### src/mwf_pkg.sv
// Shared types, constants and helpers for the median window filter.
// Used by the interfaces, the register file, the window builder and the sorter.
// No dependencies.
`default_nettype none

package mwf_pkg;

  // Default build limits
  localparam int DEF_MAX_WIDTH  = 1024;
  localparam int DEF_MAX_HEIGHT = 1024;
  localparam int DEF_MAX_RADIUS = 2;

  // Field widths
  localparam int PIX_W  = 8;
  localparam int RAD_W  = 2;
  localparam int DIM_W  = 11;
  // Wide enough for the largest supported MAX_WIDTH / MAX_HEIGHT (8192)
  localparam int LIM_W  = 14;
  // Wide enough for MAX_WIDTH * MAX_HEIGHT at the largest supported limits
  localparam int CNT_W  = 27;

  // APB port
  localparam int APB_DW = 32;
  localparam int APB_AW = 4;

  // Register indexes (byte address = 4 * index)
  typedef enum logic [1:0] {
    REG_RADIUS = 2'd0,
    REG_WIDTH  = 2'd1,
    REG_HEIGHT = 2'd2
  } reg_idx_e;

  // Input item opcodes
  localparam logic OP_PIXEL = 1'b0;
  localparam logic OP_FLUSH = 1'b1;

  // Effective (clamped) configuration and derived frame figures
  typedef struct packed {
    logic [RAD_W-1:0] rad;
    logic [LIM_W-1:0] width;
    logic [LIM_W-1:0] height;
    logic [CNT_W-1:0] total;
    logic [CNT_W-1:0] lag;
  } cfg_t;

  // Clamp a frame dimension: zero acts as one, above the limit acts as the limit
  function automatic logic [LIM_W-1:0] clamp_dim(input logic [DIM_W-1:0] raw,
                                                 input logic [LIM_W-1:0] lim);
    logic [LIM_W-1:0] v;
    v = LIM_W'(raw);
    if (v == '0) begin
      v = LIM_W'(1);
    end else if (v > lim) begin
      v = lim;
    end
    return v;
  endfunction

  // Clamp the window radius in the same way
  function automatic logic [RAD_W-1:0] clamp_rad(input logic [RAD_W-1:0] raw,
                                                 input logic [RAD_W-1:0] lim);
    logic [RAD_W-1:0] v;
    v = raw;
    if (v == '0) begin
      v = RAD_W'(1);
    end else if (v > lim) begin
      v = lim;
    end
    return v;
  endfunction

endpackage

`default_nettype wire

### src/mwf_apb_regs.sv
// APB configuration registers and derived frame figures (clamped sizes, pixel total, lag).
// Depends on mwf_pkg.
`default_nettype none

module mwf_apb_regs
  import mwf_pkg::*;
#(
  parameter int MAX_WIDTH  = DEF_MAX_WIDTH,
  parameter int MAX_HEIGHT = DEF_MAX_HEIGHT,
  parameter int MAX_RADIUS = DEF_MAX_RADIUS
) (
  input  wire                clk_i,
  input  wire                rst_ni,
  input  wire                psel,
  input  wire                penable,
  input  wire                pwrite,
  input  wire  [APB_AW-1:0]  paddr,
  input  wire  [APB_DW-1:0]  pwdata,
  output logic [APB_DW-1:0]  prdata,
  output logic               pready,
  output cfg_t               cfg_o,
  output logic               cfg_wr_o
);

  localparam logic [LIM_W-1:0] W_LIM = LIM_W'(MAX_WIDTH);
  localparam logic [LIM_W-1:0] H_LIM = LIM_W'(MAX_HEIGHT);
  localparam logic [RAD_W-1:0] R_LIM = RAD_W'(MAX_RADIUS);

  localparam int RST_W   = (512 > MAX_WIDTH) ? MAX_WIDTH : 512;
  localparam int RST_H   = (512 > MAX_HEIGHT) ? MAX_HEIGHT : 512;
  localparam int RST_TOT = RST_W * RST_H;
  localparam int RST_LAG = RST_W + 1;

  logic [RAD_W-1:0] rad_q, rad_d;
  logic [DIM_W-1:0] width_q, width_d;
  logic [DIM_W-1:0] height_q, height_d;
  cfg_t             cfg_q, cfg_d;
  logic             wr_en;
  logic [LIM_W-1:0] w_eff, h_eff;
  logic [RAD_W-1:0] r_eff;

  assign pready = 1'b1;
  assign wr_en  = psel && penable && pwrite;

  // Register write decode
  always_comb begin
    rad_d    = rad_q;
    width_d  = width_q;
    height_d = height_q;
    cfg_wr_o = 1'b0;
    if (wr_en) begin
      case (reg_idx_e'(paddr[APB_AW-1:2]))
        REG_RADIUS: begin
          rad_d    = pwdata[RAD_W-1:0];
          cfg_wr_o = 1'b1;
        end
        REG_WIDTH: begin
          width_d  = pwdata[DIM_W-1:0];
          cfg_wr_o = 1'b1;
        end
        REG_HEIGHT: begin
          height_d = pwdata[DIM_W-1:0];
          cfg_wr_o = 1'b1;
        end
        default: begin
        end
      endcase
    end
  end

  // Derived figures follow the next register values, so they are valid
  // right after the write edge
  always_comb begin
    r_eff        = clamp_rad(rad_d, R_LIM);
    w_eff        = clamp_dim(width_d, W_LIM);
    h_eff        = clamp_dim(height_d, H_LIM);
    cfg_d.rad    = r_eff;
    cfg_d.width  = w_eff;
    cfg_d.height = h_eff;
    cfg_d.total  = CNT_W'(w_eff) * CNT_W'(h_eff);
    cfg_d.lag    = CNT_W'(w_eff) * CNT_W'(r_eff) + CNT_W'(r_eff);
  end

  always_ff @(posedge clk_i or negedge rst_ni) begin
    if (!rst_ni) begin
      rad_q        <= RAD_W'(1);
      width_q      <= DIM_W'(512);
      height_q     <= DIM_W'(512);
      cfg_q.rad    <= RAD_W'(1);
      cfg_q.width  <= LIM_W'(RST_W);
      cfg_q.height <= LIM_W'(RST_H);
      cfg_q.total  <= CNT_W'(RST_TOT);
      cfg_q.lag    <= CNT_W'(RST_LAG);
    end else begin
      rad_q    <= rad_d;
      width_q  <= width_d;
      height_q <= height_d;
      cfg_q    <= cfg_d;
    end
  end

  // Read back raw register values
  always_comb begin
    prdata = '0;
    case (reg_idx_e'(paddr[APB_AW-1:2]))
      REG_RADIUS: prdata = APB_DW'(rad_q);
      REG_WIDTH:  prdata = APB_DW'(width_q);
      REG_HEIGHT: prdata = APB_DW'(height_q);
      default:    prdata = '0;
    endcase
  end

  assign cfg_o = cfg_q;

endmodule

`default_nettype wire

### config.mk
export PLATFORM = sky130hd
export DESIGN_NAME = mwf_apb_regs
export DESIGN_NICKNAME = d
export VERILOG_FILES = /design/src/mwf_pkg.sv /design/src/mwf_apb_regs.sv
export SDC_FILE = /design/constraint.sdc
export NUM_CORES = 1
export LEC_CHECK = 0
export BUFFER_PORTS_ARGS = -buffer_cell sky130_fd_sc_hd__buf_2
export CAP_MARGIN = 20
export CORE_MARGIN = 10
export CORE_UTILIZATION = 55
export CTS_CLUSTER_DIAMETER = 50
export CTS_CLUSTER_SIZE = 12
export DETAILED_ROUTE_END_ITERATION = 8
export HOLD_SLACK_MARGIN = 0.03
export PLACE_DENSITY_LB_ADDON = 0.2
export SYNTH_ARGS = -nofsm -noshare
export SYNTH_HDL_FRONTEND = slang
export SYNTH_SLANG_ARGS = --single-unit
### constraint.sdc
create_clock -name clk_i -period 11.9 [get_ports clk_i]
set_input_delay 0.595 -clock clk_i [delete_from_list [all_inputs] [get_ports clk_i]]
set_output_delay 0.595 -clock clk_i [all_outputs]
set_load 0.02 [all_outputs]
==> results of run 1 <==
==> layer usage <==
metal,vias to the layer above,global-route usage [%]
li1,2837,-
met1,2905,25.9
met2,202,31.7
met3,33,4.34
met4,0,6.92
met5,-,0
==> kinds of logic after synthesis <==
family                     Yosys count  synth area share, %
xor gates and xnor gates            26                 2.76
AOI/OAI and AO/OA                   90                 7.80
adders and majority gates          169                 33.2
DFF                                 84                 25.6
and+or+nand+nor                    256                 14.3
other                                2               0.0911
buffers and inverters              203                 12.1
muxes                               29                 4.13
==> cells in the final DEF (no fill, tap or decap), types with 12 or more instances in the layout <==
cell type / Yosys / final
sky130_fd_sc_hd__a21oi_1: 17 / 17
sky130_fd_sc_hd__inv_1: 137 / 137
sky130_fd_sc_hd__nor3_1: 15 / 15
sky130_fd_sc_hd__o21ai_0: 16 / 16
sky130_fd_sc_hd__conb_1: 2 / 45
sky130_fd_sc_hd__xnor2_1: 16 / 16
sky130_fd_sc_hd__nand2b_1: 14 / 14
sky130_fd_sc_hd__ha_1: 86 / 86
sky130_fd_sc_hd__or3_1: 12 / 12
sky130_fd_sc_hd__fa_1: 83 / 83
sky130_fd_sc_hd__nand2_1: 52 / 52
sky130_fd_sc_hd__dfrtp_1: 75 / 75
sky130_fd_sc_hd__buf_2: 3 / 89
sky130_fd_sc_hd__mux2i_1: 18 / 17
sky130_fd_sc_hd__nor2_1: 125 / 125
==> through the flow <==
stage	power (mW)	instance area, sq um	util, %	setup slack (ns)
floorplan	1.40	8400	-	5.70
global placement	1.71	8640	59.3	4.23
detailed placement	1.70	8640	59.3	4.22
CTS	2.06	8980	61.6	4.55
global route	2.24	9000	61.7	4.22
finish	2.04	9000	61.7	4.53
==> how the worst min path moves through the flow <==
stage / startpoint / endpoint / slack, ns / depth (start not counted)
2_1_floorplan: rst_ni / cfg_o[10] / 0.30 / 0
4_1_cts: rst_ni / cfg_o[10] / 0.46 / 1
6_report: rst_ni / cfg_o[10] / 0.20 / 1
3_3_place_gp: width_q[3] / width_q[3] / 0.53 / 1
5_1_grt: rst_ni / cfg_o[10] / 0.24 / 1
3_5_place_dp: width_q[3] / width_q[3] / 0.55 / 1
==> area by class of cell <==
type / count / area share (%)
clock inverter: 6 / 1.08
sequential: 84 / 23.5
clock buffer: 10 / 2.65
timing repair buffer: 94 / 5.50
tap: 184 / 2.56
inverter: 141 / 5.88
multi-input combinational: 615 / 58.8
==> registers in the layout, summed over array words and instances (netlist names), named ones only <==
| register | flops |
|---|---|
| height_q | 11 |
| cfg_o | 61 |
| width_q | 11 |
==> power groups by stage <==
| stage | registers, mW | clock network (mW) | logic, mW |
|---|---|---|---|
| finish | 0.420 | 0.323 | 1.30 |
| global route | 0.431 | 0.339 | 1.47 |
| CTS | 0.421 | 0.327 | 1.31 |
| detailed placement | 0.424 | 0 | 1.28 |
| global placement | 0.422 | 0 | 1.28 |
| floorplan | 0.512 | 0 | 0.884 |
==> critical path, stage by stage <==
cell and delay, ns:
sky130_fd_sc_hd__buf_2 0.16, sky130_fd_sc_hd__nand4b_4 0.17, sky130_fd_sc_hd__or2_1 0.81, sky130_fd_sc_hd__mux2i_1 0.87, sky130_fd_sc_hd__inv_1 0.18, sky130_fd_sc_hd__nand2b_1 0.29
sky130_fd_sc_hd__nor2_1 0.11, sky130_fd_sc_hd__fa_1 0.50, sky130_fd_sc_hd__inv_1 0.05, sky130_fd_sc_hd__fa_1 0.48, sky130_fd_sc_hd__inv_1 0.06, sky130_fd_sc_hd__fa_1 0.53
sky130_fd_sc_hd__fa_1 0.55, sky130_fd_sc_hd__inv_1 0.05, sky130_fd_sc_hd__fa_1 0.53, sky130_fd_sc_hd__inv_1 0.04, sky130_fd_sc_hd__ha_1 0.35, sky130_fd_sc_hd__o211ai_1 0.11
sky130_fd_sc_hd__nand2_1 0.13, sky130_fd_sc_hd__nor4bb_1 0.44, sky130_fd_sc_hd__a311oi_1 0.15, sky130_fd_sc_hd__a211o_1 0.32, sky130_fd_sc_hd__xnor2_1 0.12
==> tab_implementation.tex, run 1 <==
\begin{tabular}{lr}
\hline
Metric & Value \\
\hline
\multicolumn{2}{l}{\textbf{Global routing}} \\
\quad GR Util All Layers & 19.8\% \\
\quad Initial antenna violation count & 0 \\
\quad First-pass GRT wire length & 32,100 um \\
\quad Largest net degree at the start of global routing & 85 \\
\quad Number of global-route vias before repair & 6,153 \\
\quad GR Overflow Total & 0 \\
\multicolumn{2}{l}{\textbf{Timing}} \\
\quad Post-route fraction of the period consumed by the critical path & 61.9\% \\
\quad Worst slack on hold paths & 0.199 ns \\
\quad Hold Fails Final Rpt & 0 \\
\quad Max-slew violation count & 0 \\
\quad Maximum achievable frequency & 136 MHz \\
\quad Clock skew after layout & 0.0100 ns \\
\quad Relative slew margins & 30.5\% \\
\quad RSZ-0062 raised after global routing & false \\
\quad Slew at the pin closest to its max-slew limit & 1.04 ns \\
\quad Shortest period the worst path allows & 7.37 ns \\
\quad Setup-violating endpoint count in the final report & 0 \\
\quad Final TNS setup & 0 ns \\
\multicolumn{2}{l}{\textbf{Yosys}} \\
\quad Count of state elements after synthesis & 84 \\
\quad Commonest cells in the netlist & sky130\_fd\_sc\_hd\_\_inv\_1 (137), sky130\_fd\_sc\_hd\_\_nor2\_1 (125), sky130\_fd\_sc\_hd\_\_ha\_1 (86), sky130\_fd\_sc\_hd\_\_fa\_1 (83), sky130\_fd\_sc\_hd\_\_dfrtp\_1 (75) \\
\quad Number of synthesized flops with an enable pin & 0 \\
\quad Total standard cell area after synthesis & 0.00824 sq mm \\
\quad Synthesized netlist cell count & 859 \\
\quad Fraction of synthesized cell area taken by the top area cell type & 22.8\% \\
\quad Syn. warnings & 0 \\
\quad Count of cell types in the netlist & 66 \\
\quad Share of flip-flops with an asynchronous set or reset after synthesis & 100\% \\
\quad Most numerous cell in the Yosys netlist & sky130\_fd\_sc\_hd\_\_inv\_1 \\
\quad Post-synthesis area per instance & 9.59 sq um \\
\quad Largest area contributor in the synthesized netlist & sky130\_fd\_sc\_hd\_\_dfrtp\_1 \\
\quad Sequential area share after synthesis & 25.6\% \\
\quad Top flip-flop cell by instance count after synthesis & sky130\_fd\_sc\_hd\_\_dfrtp\_1 \\
\quad Main area contributors after synthesis & sky130\_fd\_sc\_hd\_\_dfrtp\_1 (23\%), sky130\_fd\_sc\_hd\_\_fa\_1 (20\%), sky130\_fd\_sc\_hd\_\_ha\_1 (13\%) \\
\multicolumn{2}{l}{\textbf{Critical path}} \\
\quad Required time reported for the critical path endpoint & 12.14 ns \\
\quad Cell count of the worst reg-to-reg path & 22 \\
\quad Worst-path fanout max & 17 \\
\quad Worst reg2reg path endpoint & cfg\_o[48] \\
\quad Timing startpoint of the critical path & paddr[2] \\
\quad Worst setup SP type & input pin \\
\quad Worst reg2reg path startpoint & height\_q[8] \\
\quad Crit Path Category & in2reg \\
\quad Reg2reg setup slack & 5.03 ns \\
\quad Arrival time of data at the critical path endpoint & 7.61 ns \\
\quad Destination of the critical timing path & cfg\_o[48] \\
\quad Critical path capture point type & register \\
\multicolumn{2}{l}{\textbf{Floorplan}} \\
\quad Overall die area & 0.0203 sq mm \\
\quad I/O pin count & 159 \\
\quad Number of core rows & 44 \\
\quad CORE AREA & 0.0146 sq mm \\
\quad Initial core utilization & 56.5\% \\
\quad Die span in x & 142 um \\
\quad Die Height & 142 um \\
\multicolumn{2}{l}{\textbf{Route}} \\
\quad Number of detailed-routing iterations run before antenna repair & 5 \\
\quad Total met2 wirelength after detailed routing & 9220 um \\
\quad Starting DRT DRC Count & 295 \\
\quad Highest routing layer actually used & met4 \\
\quad Via count of the routed design & 5,977 \\
\quad Final wirelength & 19,700 um \\
\quad Avg Vias per Cell & 5.27 \\
\quad Final routed DRC violation total & 0 \\
\quad Drt wl/cell & 17.3 um \\
\quad M1 WL & 8660 um \\
\quad Total length of routed met3 wires & 1380 um \\
\quad Count of antenna-violating nets left after detailed routing & 0 \\
\multicolumn{2}{l}{\textbf{Power}} \\
\quad Proportion of power drawn by flip-flops and latches & 20.6\% \\
\quad Design internal power & 1.06 mW \\
\quad Maximum ir drop on the vdd rail & 0.176 mV \\
\quad Fraction of power spent switching nets & 48.3\% \\
\quad Static Leak & 5.02 nW \\
\quad Portion of total power attributed to the clock network & 15.8\% \\
\quad Switching power summed over all nets & 0.985 mW \\
\quad Gate power share & 63.6\% \\
\quad PwrDens & 227 mW/mm\^{}2 \\
\multicolumn{2}{l}{\textbf{CTS}} \\
\quad Post-CTS setup buffers & 0 \\
\quad Number of H-tree levels & 3 \\
\quad Number of buffers between clock root and the deepest sink & 2 \\
\quad CTS Buf Count & 9 \\
\quad Later-pin clock latency in the skew report & 0.36 ns \\
\quad CTS-repair resized insts & 0 \\
\quad Number of clock sinks seen by CTS & 84 \\
\quad Clock transition at the registers of the reported paths & 0.07 ns \\
\quad Master cell of the clock root buffer & sky130\_fd\_sc\_hd\_\_clkbuf\_16 \\
\quad Hold buffer count at CTS & 0 \\
\quad Clock tree from TritonCTS & done \\
\multicolumn{2}{l}{\textbf{Final layout}} \\
\quad \# diodes & 0 \\
\quad Area growth from synthesis to final layout & 9.23\% \\
\quad Combined area of the multi-input logic cells & 0.00530 sq mm \\
\quad Filler instances & 1,283 \\
\quad FF/Latch Area & 0.00211 sq mm \\
\quad Layout cell share with drive strength beyond 1 & 15.9\% \\
\quad Number of standard cells in the final layout excluding fillers & 1,134 \\
\quad Number of nets in the layout & 1,155 \\
\multicolumn{2}{l}{\textbf{Placement}} \\
\quad Total half-perimeter wirelength after legalization and detailed placement & 15,700 um \\
\quad Final weighted congestion in routability-driven placement & 0.918 \\
\quad Cell count after placement & 1,117 \\
\quad Input/output buffers & 90 \\
\multicolumn{2}{l}{\textbf{Outcome}} \\
\quad Run status & finished clean \\
\multicolumn{2}{l}{\textbf{Min path}} \\
\quad Classification of the worst-slack hold path & in2async \\
\multicolumn{2}{l}{\textbf{Flow run}} \\
\quad Max-cap check violation count & 0 \\
\hline
\end{tabular}
Note: power is estimated with default switching activity, not from simulation.
==> inputs of run 2 (changes only) <==
Clock period 11.9 ns to 7.6 ns, I/O delays scaled along.
==> tab_implementation.tex, run 2 (synthesis results as in run 1) <==
\begin{tabular}{lr}
\hline
Metric & Value \\
\hline
\multicolumn{2}{l}{\textbf{Outcome}} \\
\quad Run status & finished clean \\
\multicolumn{2}{l}{\textbf{Route}} \\
\quad Number of detailed-routing iterations run before antenna repair & 5 (unchanged) \\
\quad Final routed DRC violation total & 0 (unchanged) \\
\quad Avg Vias per Cell & 5.20 (-1.3\%) \\
\quad Via count of the routed design & 5,986 (+0.15\%) \\
\quad Starting DRT DRC Count & 289 (-2.0\%) \\
\quad Final wirelength & 19,400 um (-1.2\%) \\
\quad Drt wl/cell & 16.9 um (-2.7\%) \\
\quad Count of antenna-violating nets left after detailed routing & 0 (unchanged) \\
\multicolumn{2}{l}{\textbf{Timing}} \\
\quad Hold Fails Final Rpt & 0 (unchanged) \\
\quad Relative slew margins & 50.2\% (+20 points) \\
\quad Min setup slack post-route & 0.817 ns (-3.71 ns) \\
\quad Shortest period the worst path allows & 6.78 ns \\
\quad RSZ-0062 raised after global routing & false \\
\quad Post-route fraction of the period consumed by the critical path & 89.3\% \\
\quad Worst slack on hold paths & 0.312 ns (+0.113 ns) \\
\quad Maximum achievable frequency & 147 MHz \\
\quad Final TNS setup & 0 ns (unchanged) \\
\quad Slew at the pin closest to its max-slew limit & 0.726 ns (-0.316 ns) \\
\quad Max-slew violation count & 0 (unchanged) \\
\quad Setup-violating endpoint count in the final report & 0 (unchanged) \\
\quad Clock skew after layout & 0.0112 ns (+0.00112 ns) \\
\multicolumn{2}{l}{\textbf{Power}} \\
\quad Maximum ir drop on the vdd rail & 0.267 mV (+52\%) \\
\quad Post-layout power & 3.15 mW (+54\%) \\
\quad PwrDens & 347 mW/mm\^{}2 (+53\%) \\
\quad Static Leak & 5.07 nW (+1.1\%) \\
\multicolumn{2}{l}{\textbf{Floorplan}} \\
\quad Initial core utilization & 56.5\% (unchanged) \\
\quad I/O pin count & 159 (unchanged) \\
\quad CORE AREA & 0.0146 sq mm (unchanged) \\
\quad Die Height & 142 um (unchanged) \\
\quad Number of core rows & 44 (unchanged) \\
\quad Overall die area & 0.0203 sq mm (unchanged) \\
\quad Die span in x & 142 um (unchanged) \\
\multicolumn{2}{l}{\textbf{Placement}} \\
\quad Placed Instance Area & 0.00877 sq mm (+1.4\%) \\
\quad Input/output buffers & 90 (unchanged) \\
\quad Total half-perimeter wirelength after legalization and detailed placement & 16,000 um (+2.2\%) \\
\quad Cell count after placement & 1,134 (+1.5\%) \\
\quad Worst setup slack before clock tree synthesis & 0.679 ns (-3.54 ns) \\
\quad Final weighted congestion in routability-driven placement & 0.924 (+0.59\%) \\
\multicolumn{2}{l}{\textbf{Final layout}} \\
\quad \# diodes & 0 (unchanged) \\
\quad Top library cells by usage in the layout, fill and taps aside & sky130\_fd\_sc\_hd\_\_inv\_1 (137), sky130\_fd\_sc\_hd\_\_nor2\_1 (125), sky130\_fd\_sc\_hd\_\_buf\_2 (89) \\
\quad Layout Cell Area excl Fill & 0.00908 sq mm (+0.85\%) \\
\quad Area growth from synthesis to final layout & 10.2\% \\
\quad Most common cell after layout, fill and taps aside & sky130\_fd\_sc\_hd\_\_inv\_1 \\
\quad Flip-flop count of the largest register after layout & 61 (unchanged) \\
\quad Number of nets in the layout & 1,172 (+1.5\%) \\
\quad Layout cell share with drive strength beyond 1 & 17.1\% (+1.2 points) \\
\quad Fraction of the core area covered by cells at the end of the flow & 62.2\% (+0.52 points) \\
\quad Number of standard cells in the final layout excluding fillers & 1,151 (+1.5\%) \\
\multicolumn{2}{l}{\textbf{CTS}} \\
\quad Later-pin clock latency in the skew report & 0.36 ns (about the same) \\
\quad Clock tree from TritonCTS & done \\
\quad Clock transition at the registers of the reported paths & 0.07 ns (about the same) \\
\quad Number of H-tree levels & 3 (unchanged) \\
\quad CTS Buf Count & 9 (unchanged) \\
\quad Master cell of the clock root buffer & sky130\_fd\_sc\_hd\_\_clkbuf\_16 \\
\quad Number of buffers between clock root and the deepest sink & 2 (unchanged) \\
\quad Number of clock sinks seen by CTS & 84 (unchanged) \\
\multicolumn{2}{l}{\textbf{Global routing}} \\
\quad Initial antenna violation count & 0 (unchanged) \\
\quad GR Util All Layers & 19.9\% (+0.11 points) \\
\quad Largest net degree at the start of global routing & 52 (-39\%) \\
\quad First-pass GRT wire length & 32,300 um (+0.71\%) \\
\quad Number of global-route vias before repair & 6,283 (+2.1\%) \\
\quad GR Overflow Total & 0 (unchanged) \\
\multicolumn{2}{l}{\textbf{Critical path}} \\
\quad Worst-path fanout max & 13 (-4) \\
\quad Worst setup SP type & register \\
\quad Required time reported for the critical path endpoint & 7.83 ns (-4.31 ns) \\
\quad Critical path capture point type & register \\
\quad Crit Path Category & reg2reg \\
\quad Arrival time of data at the critical path endpoint & 7.01 ns (-0.60 ns) \\
\multicolumn{2}{l}{\textbf{Flow run}} \\
\quad Max-cap check violation count & 0 (unchanged) \\
\multicolumn{2}{l}{\textbf{Min path}} \\
\quad Classification of the worst-slack hold path & in2reg \\
\hline
\end{tabular}
-- run 2: repair_timing --
item	in CTS	in global routing
buffers inserted	0	0
hold buffers	1	0
gates resized for setup	0	0
hold endpoints to repair	32	0
-- run 2: area by class of cell --
class | instances | area, sq um
clock inverter | 6 | 70.1
timing repair buffer | 111 | 613
fill | 1246 | 5510
tap | 184 | 230
sequential | 84 | 2110
clock buffer | 10 | 229
multi-input combinational | 615 | 5290
inverter | 141 | 529
-- run 2: per-layer routing --
| metal | GRT usage, % | routed length, um | share of wire, % |
|---|---|---|---|
| met3 | 4.81 | 1580 | 8.1 |
| met2 | 31.0 | 8910 | 46 |
| met5 | 0 | 0 | 0 |
| met1 | 26.4 | 8370 | 43 |
| met4 | 7.24 | 565 | 2.9 |
-- run 2: power breakdown --
group | internal, mW | switching [mW]
clock | 0.258 | 0.189
sequential | 0.605 | 0.0533
combinational | 0.764 | 1.28
-- run 2: worst max-delay path, stage by stage (launching register included) --
cell                       delay, ns
sky130_fd_sc_hd__dfrtp_1        0.43
sky130_fd_sc_hd__nor4_1         0.36
sky130_fd_sc_hd__nand3_1        0.23
sky130_fd_sc_hd__xnor2_1        0.22
sky130_fd_sc_hd__o221ai_2       0.54
sky130_fd_sc_hd__nand2b_1       0.31
sky130_fd_sc_hd__nor2_1         0.09
sky130_fd_sc_hd__fa_1           0.54
sky130_fd_sc_hd__inv_1          0.05
sky130_fd_sc_hd__fa_1           0.48
sky130_fd_sc_hd__inv_1          0.05
sky130_fd_sc_hd__fa_1           0.50
sky130_fd_sc_hd__fa_1           0.55
sky130_fd_sc_hd__inv_1          0.06
sky130_fd_sc_hd__fa_1           0.53
sky130_fd_sc_hd__inv_1          0.04
sky130_fd_sc_hd__ha_1           0.35
sky130_fd_sc_hd__a211o_1        0.30
sky130_fd_sc_hd__o311ai_2       0.35
sky130_fd_sc_hd__o21ai_0        0.26
sky130_fd_sc_hd__a311o_1        0.40
-- run 2: worst paths after layout --
kind                        startpoint          to  slack [ns]  cells past startpoint
setup / recovery           height_q[8]   cfg_o[50]        0.82                     20
min in group asynchronous       rst_ni    cfg_o[8]        0.50                      2
setup reg to reg           height_q[8]   cfg_o[50]        0.82                     20
max in group asynchronous       rst_ni   cfg_o[49]        6.12                      3
hold reg to reg             width_q[3]  width_q[3]        0.56                      1
hold / removal               pwdata[0]    register        0.31                      2
==> inputs of run 3 (changes only) <==
Settings changed: ABC_AREA set to 1.
==> tab_implementation.tex, run 3 <==
\begin{tabular}{lr}
\hline
Metric & Value \\
\hline
\multicolumn{2}{l}{\textbf{Outcome}} \\
\quad Run status & finished clean \\
\multicolumn{2}{l}{\textbf{CTS}} \\
\quad Later-pin clock latency in the skew report & 0.37 ns (about the same) \\
\quad Hold buffer count at CTS & 0 (-1) \\
\quad Clock transition at the registers of the reported paths & 0.07 ns (about the same) \\
\quad Clock tree from TritonCTS & done \\
\quad Number of buffers between clock root and the deepest sink & 2 (unchanged) \\
\quad CTS Buf Count & 9 (unchanged) \\
\quad Master cell of the clock root buffer & sky130\_fd\_sc\_hd\_\_clkbuf\_16 \\
\quad Number of H-tree levels & 3 (unchanged) \\
\quad CTS-repair resized insts & 0 (unchanged) \\
\quad Post-CTS setup buffers & 0 (unchanged) \\
\quad Number of clock sinks seen by CTS & 84 (unchanged) \\
\multicolumn{2}{l}{\textbf{Floorplan}} \\
\quad Number of core rows & 45 (+2.3\%) \\
\quad Die span in x & 144 um (+1.0\%) \\
\quad Die Height & 144 um (+1.0\%) \\
\quad Overall die area & 0.0207 sq mm (+2.1\%) \\
\quad Initial core utilization & 55.7\% (-0.75 points) \\
\quad CORE AREA & 0.0151 sq mm (+3.8\%) \\
\quad I/O pin count & 159 (unchanged) \\
\multicolumn{2}{l}{\textbf{Critical path}} \\
\quad Crit Path Category & in2reg \\
\quad Required time reported for the critical path endpoint & 7.88 ns (+0.05 ns) \\
\quad Largest delay contributor family on the critical path & adder cells \\
\quad Worst reg2reg path endpoint & cfg\_o[43] \\
\quad Cell count of the worst reg-to-reg path & 25 (+25\%) \\
\quad Worst reg2reg path startpoint & width\_q[10] \\
\quad Arrival time of data at the critical path endpoint & 6.72 ns (-0.29 ns) \\
\quad Worst-path fanout max & 17 (+4) \\
\quad Slowest cell delay on critical path & 0.56 ns (about the same) \\
\quad Critical path capture point type & register \\
\quad Timing startpoint of the critical path & paddr[3] \\
\quad Cell with the largest stage delay on the worst path & sky130\_fd\_sc\_hd\_\_fa\_1 \\
\quad Worst setup SP type & input pin \\
\quad Most used cell, CP & sky130\_fd\_sc\_hd\_\_inv\_1 \\
\quad Reg2reg setup slack & 1.39 ns (+0.57 ns) \\
\quad CP bufs+invs & 9 (+5) \\
\multicolumn{2}{l}{\textbf{Final layout}} \\
\quad Area growth from synthesis to final layout & 8.77\% \\
\quad Layout cell share with drive strength beyond 1 & 15.4\% (-1.7 points) \\
\quad \# diodes & 0 (unchanged) \\
\quad Flip-flop count of the largest register after layout & 61 (unchanged) \\
\quad Filler instances & 1,386 (+11\%) \\
\quad Most common cell after layout, fill and taps aside & sky130\_fd\_sc\_hd\_\_nand2\_1 \\
\quad Number of nets in the layout & 1,329 (+13\%) \\
\quad Top library cells by usage in the layout, fill and taps aside & sky130\_fd\_sc\_hd\_\_nand2\_1 (208), sky130\_fd\_sc\_hd\_\_inv\_1 (188), sky130\_fd\_sc\_hd\_\_nor2\_1 (138) \\
\multicolumn{2}{l}{\textbf{Yosys}} \\
\quad Count of cell types in the netlist & 41 (-38\%) \\
\quad Xor and xnor area share after synthesis & 2.39\% (-0.38 points) \\
\quad Sequential area share after synthesis & 25.0\% (-0.61 points) \\
\quad Share of cell area taken by muxes after synthesis & 0\% (-4.1 points) \\
\quad Area share of fa/ha/maj cells after synthesis & 32.4\% (-0.79 points) \\
\quad Total standard cell area after synthesis & 0.00844 sq mm (+2.4\%) \\
\quad Largest area contributor in the synthesized netlist & sky130\_fd\_sc\_hd\_\_dfrtp\_1 \\
\quad Most numerous cell in the Yosys netlist & sky130\_fd\_sc\_hd\_\_nand2\_1 \\
\quad Commonest cells in the netlist & sky130\_fd\_sc\_hd\_\_nand2\_1 (208), sky130\_fd\_sc\_hd\_\_inv\_1 (188), sky130\_fd\_sc\_hd\_\_nor2\_1 (138), sky130\_fd\_sc\_hd\_\_ha\_1 (86), sky130\_fd\_sc\_hd\_\_fa\_1 (83) \\
\quad Combinational family with the most area after synthesis & adder cells \\
\quad Main area contributors after synthesis & sky130\_fd\_sc\_hd\_\_dfrtp\_1 (22\%), sky130\_fd\_sc\_hd\_\_fa\_1 (20\%), sky130\_fd\_sc\_hd\_\_ha\_1 (13\%) \\
\quad Fraction of synthesized cell area taken by the top area cell type & 22.2\% (-0.54 points) \\
\quad Top flip-flop cell by instance count after synthesis & sky130\_fd\_sc\_hd\_\_dfrtp\_1 \\
\quad Syn. warnings & 0 (unchanged) \\
\quad Synthesized netlist cell count & 1,029 (+20\%) \\
\quad Share of flip-flops with an asynchronous set or reset after synthesis & 100\% (unchanged) \\
\quad Number of synthesized flops with an enable pin & 0 (unchanged) \\
\quad Simple-gate portion of the synthesized area & 20.5\% (+6.2 points) \\
\quad Post-synthesis area per instance & 8.20 sq um (-14\%) \\
\quad Count of state elements after synthesis & 84 (unchanged) \\
\quad Area fraction in compound gates after synthesis & 5.39\% (-2.4 points) \\
\multicolumn{2}{l}{\textbf{Route}} \\
\quad Count of antenna-violating nets left after detailed routing & 0 (unchanged) \\
\quad Drt wl/cell & 15.2 um (-9.8\%) \\
\quad Avg Vias per Cell & 4.97 (-4.5\%) \\
\quad Number of detailed-routing iterations run before antenna repair & 5 (unchanged) \\
\quad Via count of the routed design & 6,519 (+8.9\%) \\
\quad Final routed DRC violation total & 0 (unchanged) \\
\quad Starting DRT DRC Count & 318 (+10\%) \\
\quad Final wirelength & 20,000 um (+2.8\%) \\
\multicolumn{2}{l}{\textbf{Timing}} \\
\quad Slew at the pin closest to its max-slew limit & 0.687 ns (-0.0383 ns) \\
\quad Worst slack on hold paths & 0.308 ns (-0.00372 ns) \\
\quad RSZ-0062 raised after global routing & false \\
\quad Final TNS setup & 0 ns (unchanged) \\
\quad Max-slew violation count & 0 (unchanged) \\
\quad Setup-violating endpoint count in the final report & 0 (unchanged) \\
\quad Post-route fraction of the period consumed by the critical path & 84.8\% (-4.5 points) \\
\quad Hold Fails Final Rpt & 0 (unchanged) \\
\quad Relative slew margins & 54.1\% (+3.8 points) \\
\quad Clock skew after layout & 0.0150 ns (+0.00385 ns) \\
\quad Shortest period the worst path allows & 6.44 ns (-0.339 ns) \\
\quad Maximum achievable frequency & 155 MHz (+5.3\%) \\
\multicolumn{2}{l}{\textbf{Global routing}} \\
\quad Largest net degree at the start of global routing & 85 (+63\%) \\
\quad Initial antenna violation count & 0 (unchanged) \\
\quad GR Overflow Total & 0 (unchanged) \\
\quad GR Util All Layers & 20.3\% (+0.34 points) \\
\quad First-pass GRT wire length & 33,200 um (+2.9\%) \\
\quad Number of global-route vias before repair & 6,664 (+6.1\%) \\
\multicolumn{2}{l}{\textbf{Min path}} \\
\quad Classification of the worst-slack hold path & in2reg \\
\quad Hold-critical path depth & 3 (+1) \\
\quad Critical hold path startpoint & pwdata[0] \\
\multicolumn{2}{l}{\textbf{Flow run}} \\
\quad Max-cap check violation count & 0 (unchanged) \\
\multicolumn{2}{l}{\textbf{Placement}} \\
\quad Input/output buffers & 90 (unchanged) \\
\quad Final weighted congestion in routability-driven placement & 0.941 (+1.9\%) \\
\quad Total half-perimeter wirelength after legalization and detailed placement & 15,900 um (-0.80\%) \\
\hline
\end{tabular}
## run 3: worst max path at each step
stage,endpoint,slack (ns),cells past startpoint
after floorplan,cfg_o[41],1.98,30
after global placement,cfg_o[50],0.85,25
after detailed placement,cfg_o[43],0.81,29
after CTS,cfg_o[43],1.15,29
after global routing,cfg_o[43],0.71,29
final,cfg_o[43],1.16,29
## run 3: layout make-up
class                   instances  area, sq um  share of cell area [%]
multi-input cells             727         5290                    57.7
flip-flops and latches         84         2110                    23.0
inverters                     204          766                    8.34
repair buffers                 93          490                    5.34
well taps                     188          235                    2.56
clock buffers                   9          225                    2.45
clock inverters                 7         58.8                   0.640
## run 3: stage by stage
stage	cell area (sq um)	setup WS, ns	instances	utilization (%)
5_1_grt	9180	0.712	1312	60.6
4_1_cts	9150	1.15	1310	60.4
6_report	9180	1.16	1312	60.6
3_5_place_dp	8870	0.813	1294	58.6
2_1_floorplan	8600	1.98	1072	-
3_3_place_gp	8870	0.851	1294	58.6
## run 3: routing by layer
layer / global-route usage [%] / share of wire (%)
met2: 33.6 / 48
met4: 6.34 / 2.2
met1: 25.5 / 43
met3: 4.82 / 6.8
met5: 0 / 0
## run 3: worst min-delay path, cell delays in order
cell and delay (ns):
sky130_fd_sc_hd__buf_2 0.10, sky130_fd_sc_hd__inv_1 0.08, sky130_fd_sc_hd__o21ai_0 0.10
## run 3: kinds of logic after synthesis
logic type | after synthesis
fa+ha+maj | 169
buf+inv | 261
flops | 84
other cells | 2
xor+xnor | 23
simple gates | 415
compound gates | 75
Power of run 3 is not shown: default switching activity piles up to over one toggle a cycle in this logic, so the estimate is an artifact.
